<file path="config.mk">
export PLATFORM = sky130hd
export DESIGN_NAME = sliding_window_median
export DESIGN_NICKNAME = d
export VERILOG_FILES = /design/src/design/swm_pkg.sv /design/src/design/swm_cell.sv /design/src/design/swm_sort_chain.sv /design/src/design/sliding_window_median.sv
export SDC_FILE = /design/constraint.sdc
export NUM_CORES = 1
export LEC_CHECK = 0
export ABC_AREA = 0
export BUFFER_PORTS_ARGS = -buffer_cell sky130_fd_sc_hd__clkbuf_2
export CORE_ASPECT_RATIO = 0.9
export CORE_UTILIZATION = 67
export CTS_CLUSTER_SIZE = 30
export DETAILED_ROUTE_END_ITERATION = 8
export HOLD_SLACK_MARGIN = 0.05
export PLACE_DENSITY = 0.91
export SLEW_MARGIN = 10
export SYNTH_ARGS = -nofsm -noshare
export SYNTH_HDL_FRONTEND = slang
export SYNTH_SLANG_ARGS = --single-unit
</file>
<file path="constraint.sdc">
create_clock -name clk_i -period 6 [get_ports clk_i]
set_input_delay 1.2 -clock clk_i [delete_from_list [all_inputs] [get_ports clk_i]]
set_output_delay 1.2 -clock clk_i [all_outputs]
set_load 0.02 [all_outputs]
</file>
<file path="src/design/swm_pkg.sv">
// ----------------------------------------------------------------------------
// swm_pkg
// Shared widths and the control word for the sorting cells of the
// sliding window median filter.
// ----------------------------------------------------------------------------
package swm_pkg;

  localparam int unsigned IN_BITS  = 16;
  localparam int unsigned OUT_BITS = 16;

  // control handed from the sequencer to every cell of the sort chain
  typedef struct packed {
    logic load;   // take a fresh copy of the window
    logic step;   // do one compare-exchange pass
    logic phase;  // which pairing the pass uses: even or odd
  } sort_ctrl_t;

endpackage

</file>
<file path="src/design/swm_cell.sv">
// ----------------------------------------------------------------------------
// swm_cell
// One cell of an odd-even transposition sort chain. It holds one sample and
// exchanges with its left or right neighbor depending on the pass phase.
// ----------------------------------------------------------------------------
module swm_cell #(
  parameter int unsigned SAMPLE_BITS = 16,
  parameter int unsigned WINDOW      = 8,
  parameter int unsigned IDX         = 0
) (
  input  logic                   clk_i,
  input  swm_pkg::sort_ctrl_t    ctrl_i,
  input  logic [SAMPLE_BITS-1:0] load_val_i,
  input  logic [SAMPLE_BITS-1:0] left_i,
  input  logic [SAMPLE_BITS-1:0] right_i,
  output logic [SAMPLE_BITS-1:0] value_o
);
  import swm_pkg::*;

  localparam bit HasLeft  = (IDX > 0);
  localparam bit HasRight = (IDX + 1 < WINDOW);
  localparam bit OddIdx   = ((IDX % 2) == 1);

  logic [SAMPLE_BITS-1:0] value_q, value_d;
  logic                   pair_right, pair_left;

  // a cell pairs with its right neighbor when the phase matches its parity
  assign pair_right = HasRight && (ctrl_i.phase == OddIdx);
  assign pair_left  = HasLeft  && (ctrl_i.phase != OddIdx);

  always_comb begin
    value_d = value_q;
    if (ctrl_i.load) begin
      value_d = load_val_i;
    end else if (ctrl_i.step) begin
      if (pair_right && (right_i < value_q)) begin
        value_d = right_i;
      end else if (pair_left && (left_i > value_q)) begin
        value_d = left_i;
      end
    end
  end

  always_ff @(posedge clk_i) begin
    value_q <= value_d;
  end

  assign value_o = value_q;

endmodule

</file>
<file path="src/design/swm_sort_chain.sv">
// ----------------------------------------------------------------------------
// swm_sort_chain
// Row of sort cells. After a load and WINDOW passes the row is ascending;
// the two middle cells are brought out.
// ----------------------------------------------------------------------------
module swm_sort_chain #(
  parameter int unsigned SAMPLE_BITS = 16,
  parameter int unsigned WINDOW      = 8
) (
  input  logic                               clk_i,
  input  swm_pkg::sort_ctrl_t                ctrl_i,
  input  logic [WINDOW-1:0][SAMPLE_BITS-1:0] load_vals_i,
  output logic [SAMPLE_BITS-1:0]             mid_lo_o,
  output logic [SAMPLE_BITS-1:0]             mid_hi_o
);
  import swm_pkg::*;

  localparam int unsigned MidLo = (WINDOW - 1) / 2;
  localparam int unsigned MidHi = WINDOW / 2;

  logic [SAMPLE_BITS-1:0] vals [WINDOW];

  for (genvar i = 0; i < WINDOW; i++) begin : g_cell
    logic [SAMPLE_BITS-1:0] left_val, right_val;

    if (i > 0) begin : g_left
      assign left_val = vals[i-1];
    end else begin : g_no_left
      assign left_val = '0;
    end

    if (i + 1 < WINDOW) begin : g_right
      assign right_val = vals[i+1];
    end else begin : g_no_right
      assign right_val = '0;
    end

    swm_cell #(
      .SAMPLE_BITS(SAMPLE_BITS),
      .WINDOW     (WINDOW),
      .IDX        (i)
    ) u_cell (
      .clk_i     (clk_i),
      .ctrl_i    (ctrl_i),
      .load_val_i(load_vals_i[i]),
      .left_i    (left_val),
      .right_i   (right_val),
      .value_o   (vals[i])
    );
  end

  assign mid_lo_o = vals[MidLo];
  assign mid_hi_o = vals[MidHi];

endmodule

</file>
<file path="src/design/sliding_window_median.sv">
// ----------------------------------------------------------------------------
// sliding_window_median
// Median of the last WINDOW distance samples, taken as the floor mean of the
// two middle values of the sorted window.
//
//   channel   direction  payload              handshake
//   distance  in         distance_sample_i    distance_valid_i / distance_stall_o
//   median    out        median_distance_o    median_valid_o / median_stall_i
//
// A word is taken when the block is idle; the window shifts and a copy goes
// into the sort chain in that same cycle. WINDOW compare-exchange passes of
// the chain follow, then the finishing state loads the output register once
// the output is free. Reset clears the window to zero, so early medians
// count the empty slots as zeros. A result waiting on median_stall_i does
// not block the next word; only a second finished result waits until the
// first is taken.
// ----------------------------------------------------------------------------
module sliding_window_median #(
  parameter int unsigned WINDOW      = 8,
  parameter int unsigned SAMPLE_BITS = 16
) (
  input  logic                         clk_i,
  input  logic                         rst_ni,
  input  logic [swm_pkg::IN_BITS-1:0]  distance_sample_i,
  input  logic                         distance_valid_i,
  output logic                         distance_stall_o,
  output logic [swm_pkg::OUT_BITS-1:0] median_distance_o,
  output logic                         median_valid_o,
  input  logic                         median_stall_i
);
  import swm_pkg::*;

  localparam int unsigned CntW = $clog2(WINDOW);

  localparam logic [1:0] S_IDLE = 2'd0;
  localparam logic [1:0] S_SORT = 2'd1;
  localparam logic [1:0] S_DONE = 2'd2;

  logic [1:0]                         state_q, state_d;
  logic [CntW-1:0]                    pass_q, pass_d;
  logic [WINDOW-1:0][SAMPLE_BITS-1:0] win_q, win_d;
  logic                               out_valid_q, out_valid_d;
  logic [OUT_BITS-1:0]                out_q, out_d;

  logic                               in_accept;
  logic                               out_free;
  sort_ctrl_t                         ctrl;
  logic [SAMPLE_BITS-1:0]             mid_lo, mid_hi;
  logic [SAMPLE_BITS:0]               mid_sum;
  logic [SAMPLE_BITS-1:0]             mid_half;
  logic [SAMPLE_BITS+IN_BITS-1:0]     in_ext;
  logic [SAMPLE_BITS+OUT_BITS-1:0]    out_ext;

  assign in_accept = distance_valid_i && !distance_stall_o;
  assign out_free  = !out_valid_q || !median_stall_i;

  assign in_ext  = {{SAMPLE_BITS{1'b0}}, distance_sample_i};
  assign mid_sum = {1'b0, mid_lo} + {1'b0, mid_hi};
  assign mid_half = mid_sum[SAMPLE_BITS:1];
  assign out_ext = {{OUT_BITS{1'b0}}, mid_half};

  // window as a shift line: entry 0 newest, the oldest falls off the end
  always_comb begin
    win_d = win_q;
    if (in_accept) begin
      win_d[0] = in_ext[SAMPLE_BITS-1:0];
      for (int i = 1; i < WINDOW; i++) begin
        win_d[i] = win_q[i-1];
      end
    end
  end

  always_comb begin
    state_d     = state_q;
    pass_d      = pass_q;
    out_valid_d = out_valid_q && median_stall_i;
    out_d       = out_q;
    ctrl.load   = 1'b0;
    ctrl.step   = 1'b0;
    ctrl.phase  = pass_q[0];
    unique case (state_q)
      S_IDLE: begin
        if (in_accept) begin
          ctrl.load = 1'b1;
          pass_d    = '0;
          state_d   = S_SORT;
        end
      end
      S_SORT: begin
        ctrl.step = 1'b1;
        pass_d    = pass_q + 1'b1;
        if (pass_q == CntW'(WINDOW - 1)) begin
          state_d = S_DONE;
        end
      end
      S_DONE: begin
        if (out_free) begin
          out_d       = out_ext[OUT_BITS-1:0];
          out_valid_d = 1'b1;
          state_d     = S_IDLE;
        end
      end
      default: begin
        state_d = S_IDLE;
      end
    endcase
  end

  swm_sort_chain #(
    .SAMPLE_BITS(SAMPLE_BITS),
    .WINDOW     (WINDOW)
  ) u_chain (
    .clk_i      (clk_i),
    .ctrl_i     (ctrl),
    .load_vals_i(win_d),
    .mid_lo_o   (mid_lo),
    .mid_hi_o   (mid_hi)
  );

  always_ff @(posedge clk_i or negedge rst_ni) begin
    if (!rst_ni) begin
      state_q     <= S_IDLE;
      pass_q      <= '0;
      win_q       <= '0;
      out_valid_q <= 1'b0;
    end else begin
      state_q     <= state_d;
      pass_q      <= pass_d;
      win_q       <= win_d;
      out_valid_q <= out_valid_d;
    end
  end

  always_ff @(posedge clk_i) begin
    out_q <= out_d;
  end

  assign distance_stall_o  = (state_q != S_IDLE);
  assign median_valid_o    = out_valid_q;
  assign median_distance_o = out_q;

  // an accepted word always starts a sort run
  a_accept_sorts: assert property (@(posedge clk_i) disable iff (!rst_ni)
    in_accept |=> (state_q == S_SORT && pass_q == '0))
    else $error("accepted word did not start sorting");

  // the pass counter never runs past the last pass
  a_pass_bound: assert property (@(posedge clk_i) disable iff (!rst_ni)
    (state_q == S_SORT) |-> (pass_q <= CntW'(WINDOW - 1)))
    else $error("sort pass count out of range");

  // once sorted, the middle cells are in order and the mean lies between them
  a_mid_order: assert property (@(posedge clk_i) disable iff (!rst_ni)
    (state_q == S_DONE) |-> (mid_lo <= mid_hi && mid_half >= mid_lo && mid_half <= mid_hi))
    else $error("sort chain middle values out of order");

  // a new result only appears out of the finishing state
  a_result_source: assert property (@(posedge clk_i) disable iff (!rst_ni)
    $rose(out_valid_q) |-> ($past(state_q) == S_DONE))
    else $error("result valid without a finished sort");

endmodule
</file>
==> summary by stage, run 1 <==
Global routing
The first-pass GRT wire length is ~54000 µm. The initial antenna violation count came to 1. The global-route met2 utilization is roughly 52%. The highest-utilization routing layer at the global route stage is met2. For this run, global-route usage on met1 was measured as roughly 43%. The total global routing overflow is 0. The all-layer global routing usage is roughly a third. In the global route stage, met3 resource usage came out at about 5%. Entering global routing, the biggest net connects 122 pins.

The via count of the first global-routing pass is 10740.

Setup path
Of all nets on the critical path, the largest fanout is 18. Data on the critical path arrives at its endpoint at between 3000 and 4000 ps. The endpoint identified for the worst register-to-register timing path is u_chain.g_cell[2].u_cell.value_o[6].

The required time reported for the critical path endpoint is slightly above 6000 ps. The worst register-to-register path begins at u_chain.g_cell[3].u_cell.value_o[1]. The source of the critical timing path is u_chain.g_cell[3].u_cell.value_o[1]. The setup slack of the most critical reg-to-reg path is approximately 2100 ps.

The category of the critical setup timing path is register to register. The worst setup path is captured at a register. The capture point of the critical path is u_chain.g_cell[2].u_cell.value_o[6]. STA classifies the critical path startpoint as a register. For the worst flop-to-flop path, the logic depth is 7.

CTS
In this run the number of H-tree levels came out at 1. The post-CTS setup buffer count is 0. Counting the buffers created by CTS gives 27. The tree is rooted in a sky130_fd_sc_hd__clkbuf_16.

TritonCTS built the clock tree. For the worst-skew pair, the clock arrives at the later sink with an insertion delay of ~560 ps. The number of hold buffers added after CTS was 0.

The buffer levels on the longest clock path is 3. The clock transition time at the flip-flop clock pins of the worst setup and hold paths is about 60 ps. The number of resized instances in the post-cts repair step is 0. The total number of clock tree sinks is 262.

Run status
The flow ran to the end, and the final reports show no timing, DRC or antenna violations.

Logic synthesis
By area the synthesized netlist is led by sky130_fd_sc_hd__edfxtp_1 (31%), sky130_fd_sc_hd__dfrtp_1 (21%), sky130_fd_sc_hd__ha_1 (11%). The share of Yosys cell area claimed by the top area cell type is 30.80%. The netlist area before placement is about 14000 µm².

Synthesis produced a netlist whose cell count is between 1000 and 1500. The synthesized design contains roughly 140 enable-type register cells. The post-synthesis net count is 1560. The number of distinct library cell variants in the gate-level netlist after synthesis is 56.

The number of warnings issued by yosys is 0. For this run, asynchronously set or reset flops after synthesis account for between 40% and 50%. sky130_fd_sc_hd__edfxtp_1 takes more of the synthesized area than any other cell. Among all flip-flop cells after synthesis, the most frequent one is sky130_fd_sc_hd__edfxtp_1. Synthesis inferred around 260 register bits. The register area share after synthesis is around half.

A synthesized cell averages about 9.9 µm².

STA
The time the final worst path needs with I/O delays and setup is 3869 ps. Static timing analysis puts the maximum clock frequency at around 0.26 GHz. The setup skew after layout is 24.65 ps.

Setup repair after global routing left no endpoint under its margin. For the pin with the worst max-slew slack, the measured transition is 1212 ps. Summed over all failing endpoints, the final setup total negative slack is 0 ps. The final hold violation count is 0. The max-slew violation count came to 0.

The ratio of final minimum period to clock period is 64.48%. Setup violations remaining at the end of the flow were counted as 0. The worst relative slew slack is approximately a fifth.

Place
At the end of routability-driven placement, the weighted congestion stood at around 0.96. The placed wire-length estimate after detailed placement is 22910 µm. In this run the tool buffered the top-level ports with 37 buffer cells.

Floorplanning
The site row count is 49. The die boundary width is 154.6 µm. The number of top-level design ports is 38.

The initial utilization of the core area, before any placement, comes to between 60% and 70%. The die covers between 20000 and 25000 µm². After floorplanning, the core was sized to cover around 20000 µm². The floorplan step set the die height to 139.3 µm.

Finish
The sequential cell area is about 7300 µm². The fraction of layout instances using a drive strength above 1 is approximately 7.1%. The area taken by multi-input logic gates is ~6100 µm². The layout filler cell count is roughly 1300. 0 antenna diodes ended up in the layout. The net count of the finished layout is around 1600. The relative area change from synthesis to final layout is 8.574%.

Drt
Once detail routing completed, the nets flagged for antenna violations numbered 0. After detailed routing, the number of vias per cell comes to roughly 6.3. After detailed routing, the number of remaining DRC violations is 0. The mean routed wirelength per cell is ~20 µm.

The routed layout has 10770 vias. For this block, the initial DRC count from the detailed router was ~1300. For this block, the routed nets add up to around 34000 µm of wire. The detailed-routing iteration count for the pre-antenna-repair pass is 6.

Worst hold path
The path type of the worst min-delay path is register to register. The worst hold path was traced through 2 stages.

Run
Across the run, the number of max-cap violations was 0.
## cells in the final DEF (no fill, tap or decap), types with 3 or more instances in the layout
master	instances
sky130_fd_sc_hd__edfxtp_1	144
sky130_fd_sc_hd__inv_1	93
sky130_fd_sc_hd__clkbuf_1	3
sky130_fd_sc_hd__clkbuf_16	27
sky130_fd_sc_hd__o21a_1	3
sky130_fd_sc_hd__nor3_1	8
sky130_fd_sc_hd__dfrtp_1	118
sky130_fd_sc_hd__ha_1	126
sky130_fd_sc_hd__nor2b_1	9
sky130_fd_sc_hd__and4_1	6
sky130_fd_sc_hd__buf_4	8
sky130_fd_sc_hd__nand2b_1	5
sky130_fd_sc_hd__clkbuf_2	36
sky130_fd_sc_hd__xor2_1	7
sky130_fd_sc_hd__nor2_1	31
sky130_fd_sc_hd__o21ai_1	20
sky130_fd_sc_hd__nand3_1	59
sky130_fd_sc_hd__o211ai_1	20
sky130_fd_sc_hd__clkinv_2	7
sky130_fd_sc_hd__mux2i_1	64
sky130_fd_sc_hd__clkinv_1	5
sky130_fd_sc_hd__nand4_1	26
sky130_fd_sc_hd__a211oi_1	3
sky130_fd_sc_hd__o21ai_0	102
sky130_fd_sc_hd__o21bai_1	6
sky130_fd_sc_hd__a2111oi_0	4
sky130_fd_sc_hd__clkbuf_8	3
sky130_fd_sc_hd__o41a_1	4
sky130_fd_sc_hd__a21o_1	8
sky130_fd_sc_hd__xnor2_1	7
sky130_fd_sc_hd__a21oi_1	43
sky130_fd_sc_hd__nor3b_1	4
sky130_fd_sc_hd__nand2_1	396
## synthesized netlist by cell type, types with 8 or more instances
| cell type | number |
|---|---|
| sky130_fd_sc_hd__a21o_1 | 8 |
| sky130_fd_sc_hd__a21oi_1 | 44 |
| sky130_fd_sc_hd__clkbuf_1 | 46 |
| sky130_fd_sc_hd__dfrtp_1 | 118 |
| sky130_fd_sc_hd__edfxtp_1 | 144 |
| sky130_fd_sc_hd__ha_1 | 126 |
| sky130_fd_sc_hd__inv_1 | 93 |
| sky130_fd_sc_hd__mux2i_1 | 64 |
| sky130_fd_sc_hd__nand2_1 | 397 |
| sky130_fd_sc_hd__nand3_1 | 59 |
| sky130_fd_sc_hd__nand4_1 | 26 |
| sky130_fd_sc_hd__nor2_1 | 31 |
| sky130_fd_sc_hd__nor2b_1 | 9 |
| sky130_fd_sc_hd__nor3_1 | 8 |
| sky130_fd_sc_hd__o211ai_1 | 20 |
| sky130_fd_sc_hd__o21ai_0 | 104 |
| sky130_fd_sc_hd__o21ai_1 | 18 |
## final cells by class
class	instances	area share (%)
Tap cell	255	2.093
Clock inverter	17	0.9358
Timing Repair Buffer	46	1.839
Inverter	93	2.290
Sequential cell	262	47.74
Multi-Input combinational cell	993	40.32
Clock buffer	33	4.778
## metrics by stage
step	area (µm²)	setup slack [ps]	hold slack [ps]	std cells	util, %
4_1_cts	15240	2256	477.1	1699	75.34
2_1_floorplan	14040	2544	445.2	1413	-
6_report	15240	2131	473.1	1699	75.34
3_3_place_gp	14370	2517	457.5	1649	71.03
3_5_place_dp	14370	2296	461.5	1649	71.03
5_1_grt	15240	1920	497.5	1699	75.34
## cells by family after synthesis
kind of cell    after synthesis  share of synthesized area, %
simple gates                553                         16.61
xor+xnor                     14                        0.8735
flops                       262                         51.84
compound gates              235                         10.04
mux                          64                         4.563
fa+ha+maj                   127                         11.37
buf+inv                     158                         4.697
## worst max-delay path, stage by stage (launching register included)
cell and delay, ps:
sky130_fd_sc_hd__edfxtp_1 510, sky130_fd_sc_hd__ha_1 340, sky130_fd_sc_hd__a2111oi_0 90, sky130_fd_sc_hd__o41a_1 490, sky130_fd_sc_hd__o2111ai_2 770, sky130_fd_sc_hd__nand2_2 470, sky130_fd_sc_hd__o21ai_0 280, sky130_fd_sc_hd__nand2_1 490
## routing by layer
layer / part of all wire (%) / vias to the layer above
met3: 7.4 / 114
met2: 48 / 496
met5: 0.035 / -
li1: - / 4929
met1: 42 / 5224
met4: 3.5 / 2
## sequential cells by signal, indices dropped and copies added, names as in the netlist
signal / cells
u_chain.g_cell.u_cell.value_o: 128
win_q: 112
state_q: 2
pass_q: 3
median_distance_o: 16
median_valid_o: 1
## worst min path at each step
stage	slack, ps	end	startpoint
finish	470	win_q[78]	win_q[78]
floorplan	450	win_q[111]	win_q[111]
global route	500	win_q[19]	win_q[19]
CTS	480	win_q[14]	win_q[14]
global placement	460	win_q[3]	win_q[3]
detailed placement	460	win_q[14]	win_q[14]
Power of run 1 is not shown: default switching activity piles up to over one toggle a cycle in this logic, so the estimate is an artifact.
==> run 2, diff against run 1 <==
Settings changed: CORE_UTILIZATION 67 to 63, PLACE_DENSITY 0.91 to 0.86.
Clock period 6 ns to 3.9 ns, I/O delays scaled along.
==> run 2 against run 1 <==
  * Count of clock-buffer cells in the layout stayed put
  * Die area rose by 6.3%
  * Final area increased by 1.0%
  * Core utilization fell by 4.6 points
  * Fmax is 16% higher
  * Non-clock buffer count increased by 10
  * Worst setup slack lost 1600 ps
  * Clock skew shrank 1.4 ps
  * Critical endpoint is now u_chain.g_cell[4].u_cell.value_o[10]
  * Highest routed layer is now met4
==> summary by stage, run 2 (same netlist as run 1, synthesis figures left out) <==
Setup path
The required time reported for the critical path endpoint is 4050 ps (was 6110 ps). The data arrival time of the critical path was 3490 ps (was 3970 ps). The category of the critical setup timing path is register to register (unchanged). The category of the worst setup path launch point is a register (unchanged). The maximum fanout along the worst path is 16 (was 18). The endpoint class of the critical path is a register (unchanged).

STA
The time the final worst path needs with I/O delays and setup is 3341 ps (was 3869 ps). The measured slew at the worst slew-check pin was 1079 ps (was 1212 ps). The max-slew violation count was 0 (unchanged).

The number of setup violations in the final report is 0 (unchanged). The ratio of final minimum period to clock period is 85.67% (was 64.48%). The final hold violation count came to 0 (unchanged). The post-route setup TNS is 0 ps (unchanged). The setup skew after layout is 23.22 ps (was 24.65 ps).

RSZ-0062 raised after global routing: false (unchanged). The post-route worst setup slack was 558.7 ps (was 2131 ps). The top achievable clock speed is 0.2993 GHz (was 0.2585 GHz). The worst relative slew slack was 28.09% (was 18.98%).

CTS
The H-tree depth reported by CTS is 1 (unchanged). The clock transition time at the flip-flop clock pins of the worst setup and hold paths is 60 ps (about the same). The clock tree from TritonCTS is yes (unchanged). The clock root buffer master was sky130_fd_sc_hd__clkbuf_16 (unchanged). The total number of clock tree sinks is 262 (unchanged). The number of resized instances in the post-cts repair step is 0 (unchanged).

The clock latency reported for the late side of the worst-skew pair is 550 ps (was 560 ps). The quantity of hold-fixing buffers added after cts is 0 (unchanged). The buffer levels on the longest clock path is 3 (unchanged). The post-CTS setup buffer count was 0 (unchanged).

The clock buffer count from CTS is 27 (unchanged).

Finish
The most common cell after layout, fill and taps aside is sky130_fd_sc_hd__nand2_1 (unchanged). Most used cells in the layout excluding fill and tap cells: sky130_fd_sc_hd__nand2_1 (396), sky130_fd_sc_hd__edfxtp_1 (144), sky130_fd_sc_hd__ha_1 (126), sky130_fd_sc_hd__dfrtp_1 (118), sky130_fd_sc_hd__o21ai_0 (102) (unchanged). The number of flip-flops under the largest register name was 128 (unchanged). The final net count was 1580 (was 1570).

The fraction of layout instances using a drive strength above 1 is 7.840% (was 7.064%). The relative area change from synthesis to final layout came to 9.662% (was 8.574%). The total inserted antenna cells is 0 (unchanged).

Floorplanning
The area of the die is 22890 µm² (was 21540 µm²). The die boundary width is 159.4 µm (was 154.6 µm). The number of top-level design ports is 38 (unchanged). The core area is 21760 µm² (was 20230 µm²). The site row count is 51 (was 49). The effective utilization at floorplan is 64.52% (was 69.39%). The floorplan die height is 143.6 µm (was 139.3 µm).

Run status
Outcome: finished clean (unchanged).

Drt
The total via count in the routed design is 10590 (was 10770). The via count normalized by instance count is 6.068 (was 6.336). The detailed-routing iteration count for the pre-antenna-repair pass is 6 (unchanged). The detailed-route DRC error count is 0 (unchanged). The aggregate routed wire length is 33330 µm (was 33960 µm).

The mean routed wirelength per cell was 19.10 µm (was 19.99 µm). The violation count after the first detailed-route iteration is 1041 (was 1251). The count of antenna-violating nets left after detailed routing is 0 (unchanged).

Place
The final estimated routing congestion in global placement is 0.9232 (was 0.9634). The count of buffers inserted at the top-level ports is 37 (unchanged). The placed wire-length estimate after detailed placement is 23530 µm (was 22910 µm). The worst-case setup slack after placement was 678.7 ps (was 2296 ps).

Global routing
The initial antenna violation count is 0 (was 1). The all-layer global routing usage is 30.15% (was 31.99%). The via count of the first global-routing pass is 10470 (was 10740). The first-pass GRT wire length was 54210 µm (was 54240 µm).

The pin count of the biggest net entering global routing came to 127 (was 122). The total global routing overflow is 0 (unchanged).

Run
The max-cap check violation count is 0 (unchanged).

Worst hold path
The path type of the worst min-delay path is input pin to async pin (was register to register).
==> run 2: critical path: stages, from the launching register on <==
cell	delay, ps
sky130_fd_sc_hd__edfxtp_1	470
sky130_fd_sc_hd__ha_1	460
sky130_fd_sc_hd__and4_1	320
sky130_fd_sc_hd__nand3_1	130
sky130_fd_sc_hd__a21oi_1	140
sky130_fd_sc_hd__a31oi_1	80
sky130_fd_sc_hd__a31oi_2	530
sky130_fd_sc_hd__o21ai_0	170
sky130_fd_sc_hd__nand2_1	670
==> run 2: final cells by class <==
class	instances	area, µm²
clock buffer	33	749.5
clock inverter	17	141.4
multi-input combinational	993	6146
inverter	93	349.1
fill	1554	6365
timing repair buffer	56	367.9
sequential	262	7277
tap	291	364.1
==> run 2: final timing paths <==
| kind | from | endpoint | slack (ps) | depth (start not counted) |
|---|---|---|---|---|
| max reg2reg | u_chain.g_cell[3].u_cell.value_o[13] | u_chain.g_cell[4].u_cell.value_o[10] | 560 | 8 |
| min reg2reg | win_q[80] | win_q[80] | 470 | 2 |
| max | u_chain.g_cell[3].u_cell.value_o[13] | u_chain.g_cell[4].u_cell.value_o[10] | 560 | 8 |
| max in group asynchronous | rst_ni | win_q[57] | 2770 | 2 |
| min in group clk_i | distance_sample_i[14] | win_q[14] | 460 | 3 |
| min | rst_ni | win_q[4] | 290 | 1 |
==> run 2: layer usage <==
layer  vias up  wire [µm]  share of wire, %  track usage, %
met3        73       2535               7.6           5.022
li1       4949          -                 -               -
met2       447      15520                47           48.52
met1      5120      14330                43           41.87
met4         0        956               2.9           10.48
met5         -          0                 0               0
==> run 2: per-stage QoR <==
step | instance area, µm² | hold slack [ps] | cells | util, %
after floorplan | 14040 | 445.2 | 1413 | -
after global placement | 14500 | 457.5 | 1695 | 66.66
after detailed placement | 14500 | 462.2 | 1695 | 66.66
after CTS | 15390 | 322.3 | 1745 | 70.75
after global routing | 15390 | 359.6 | 1745 | 70.75
final | 15390 | 292.6 | 1745 | 70.75
Power of run 2 is left out for the same reason.
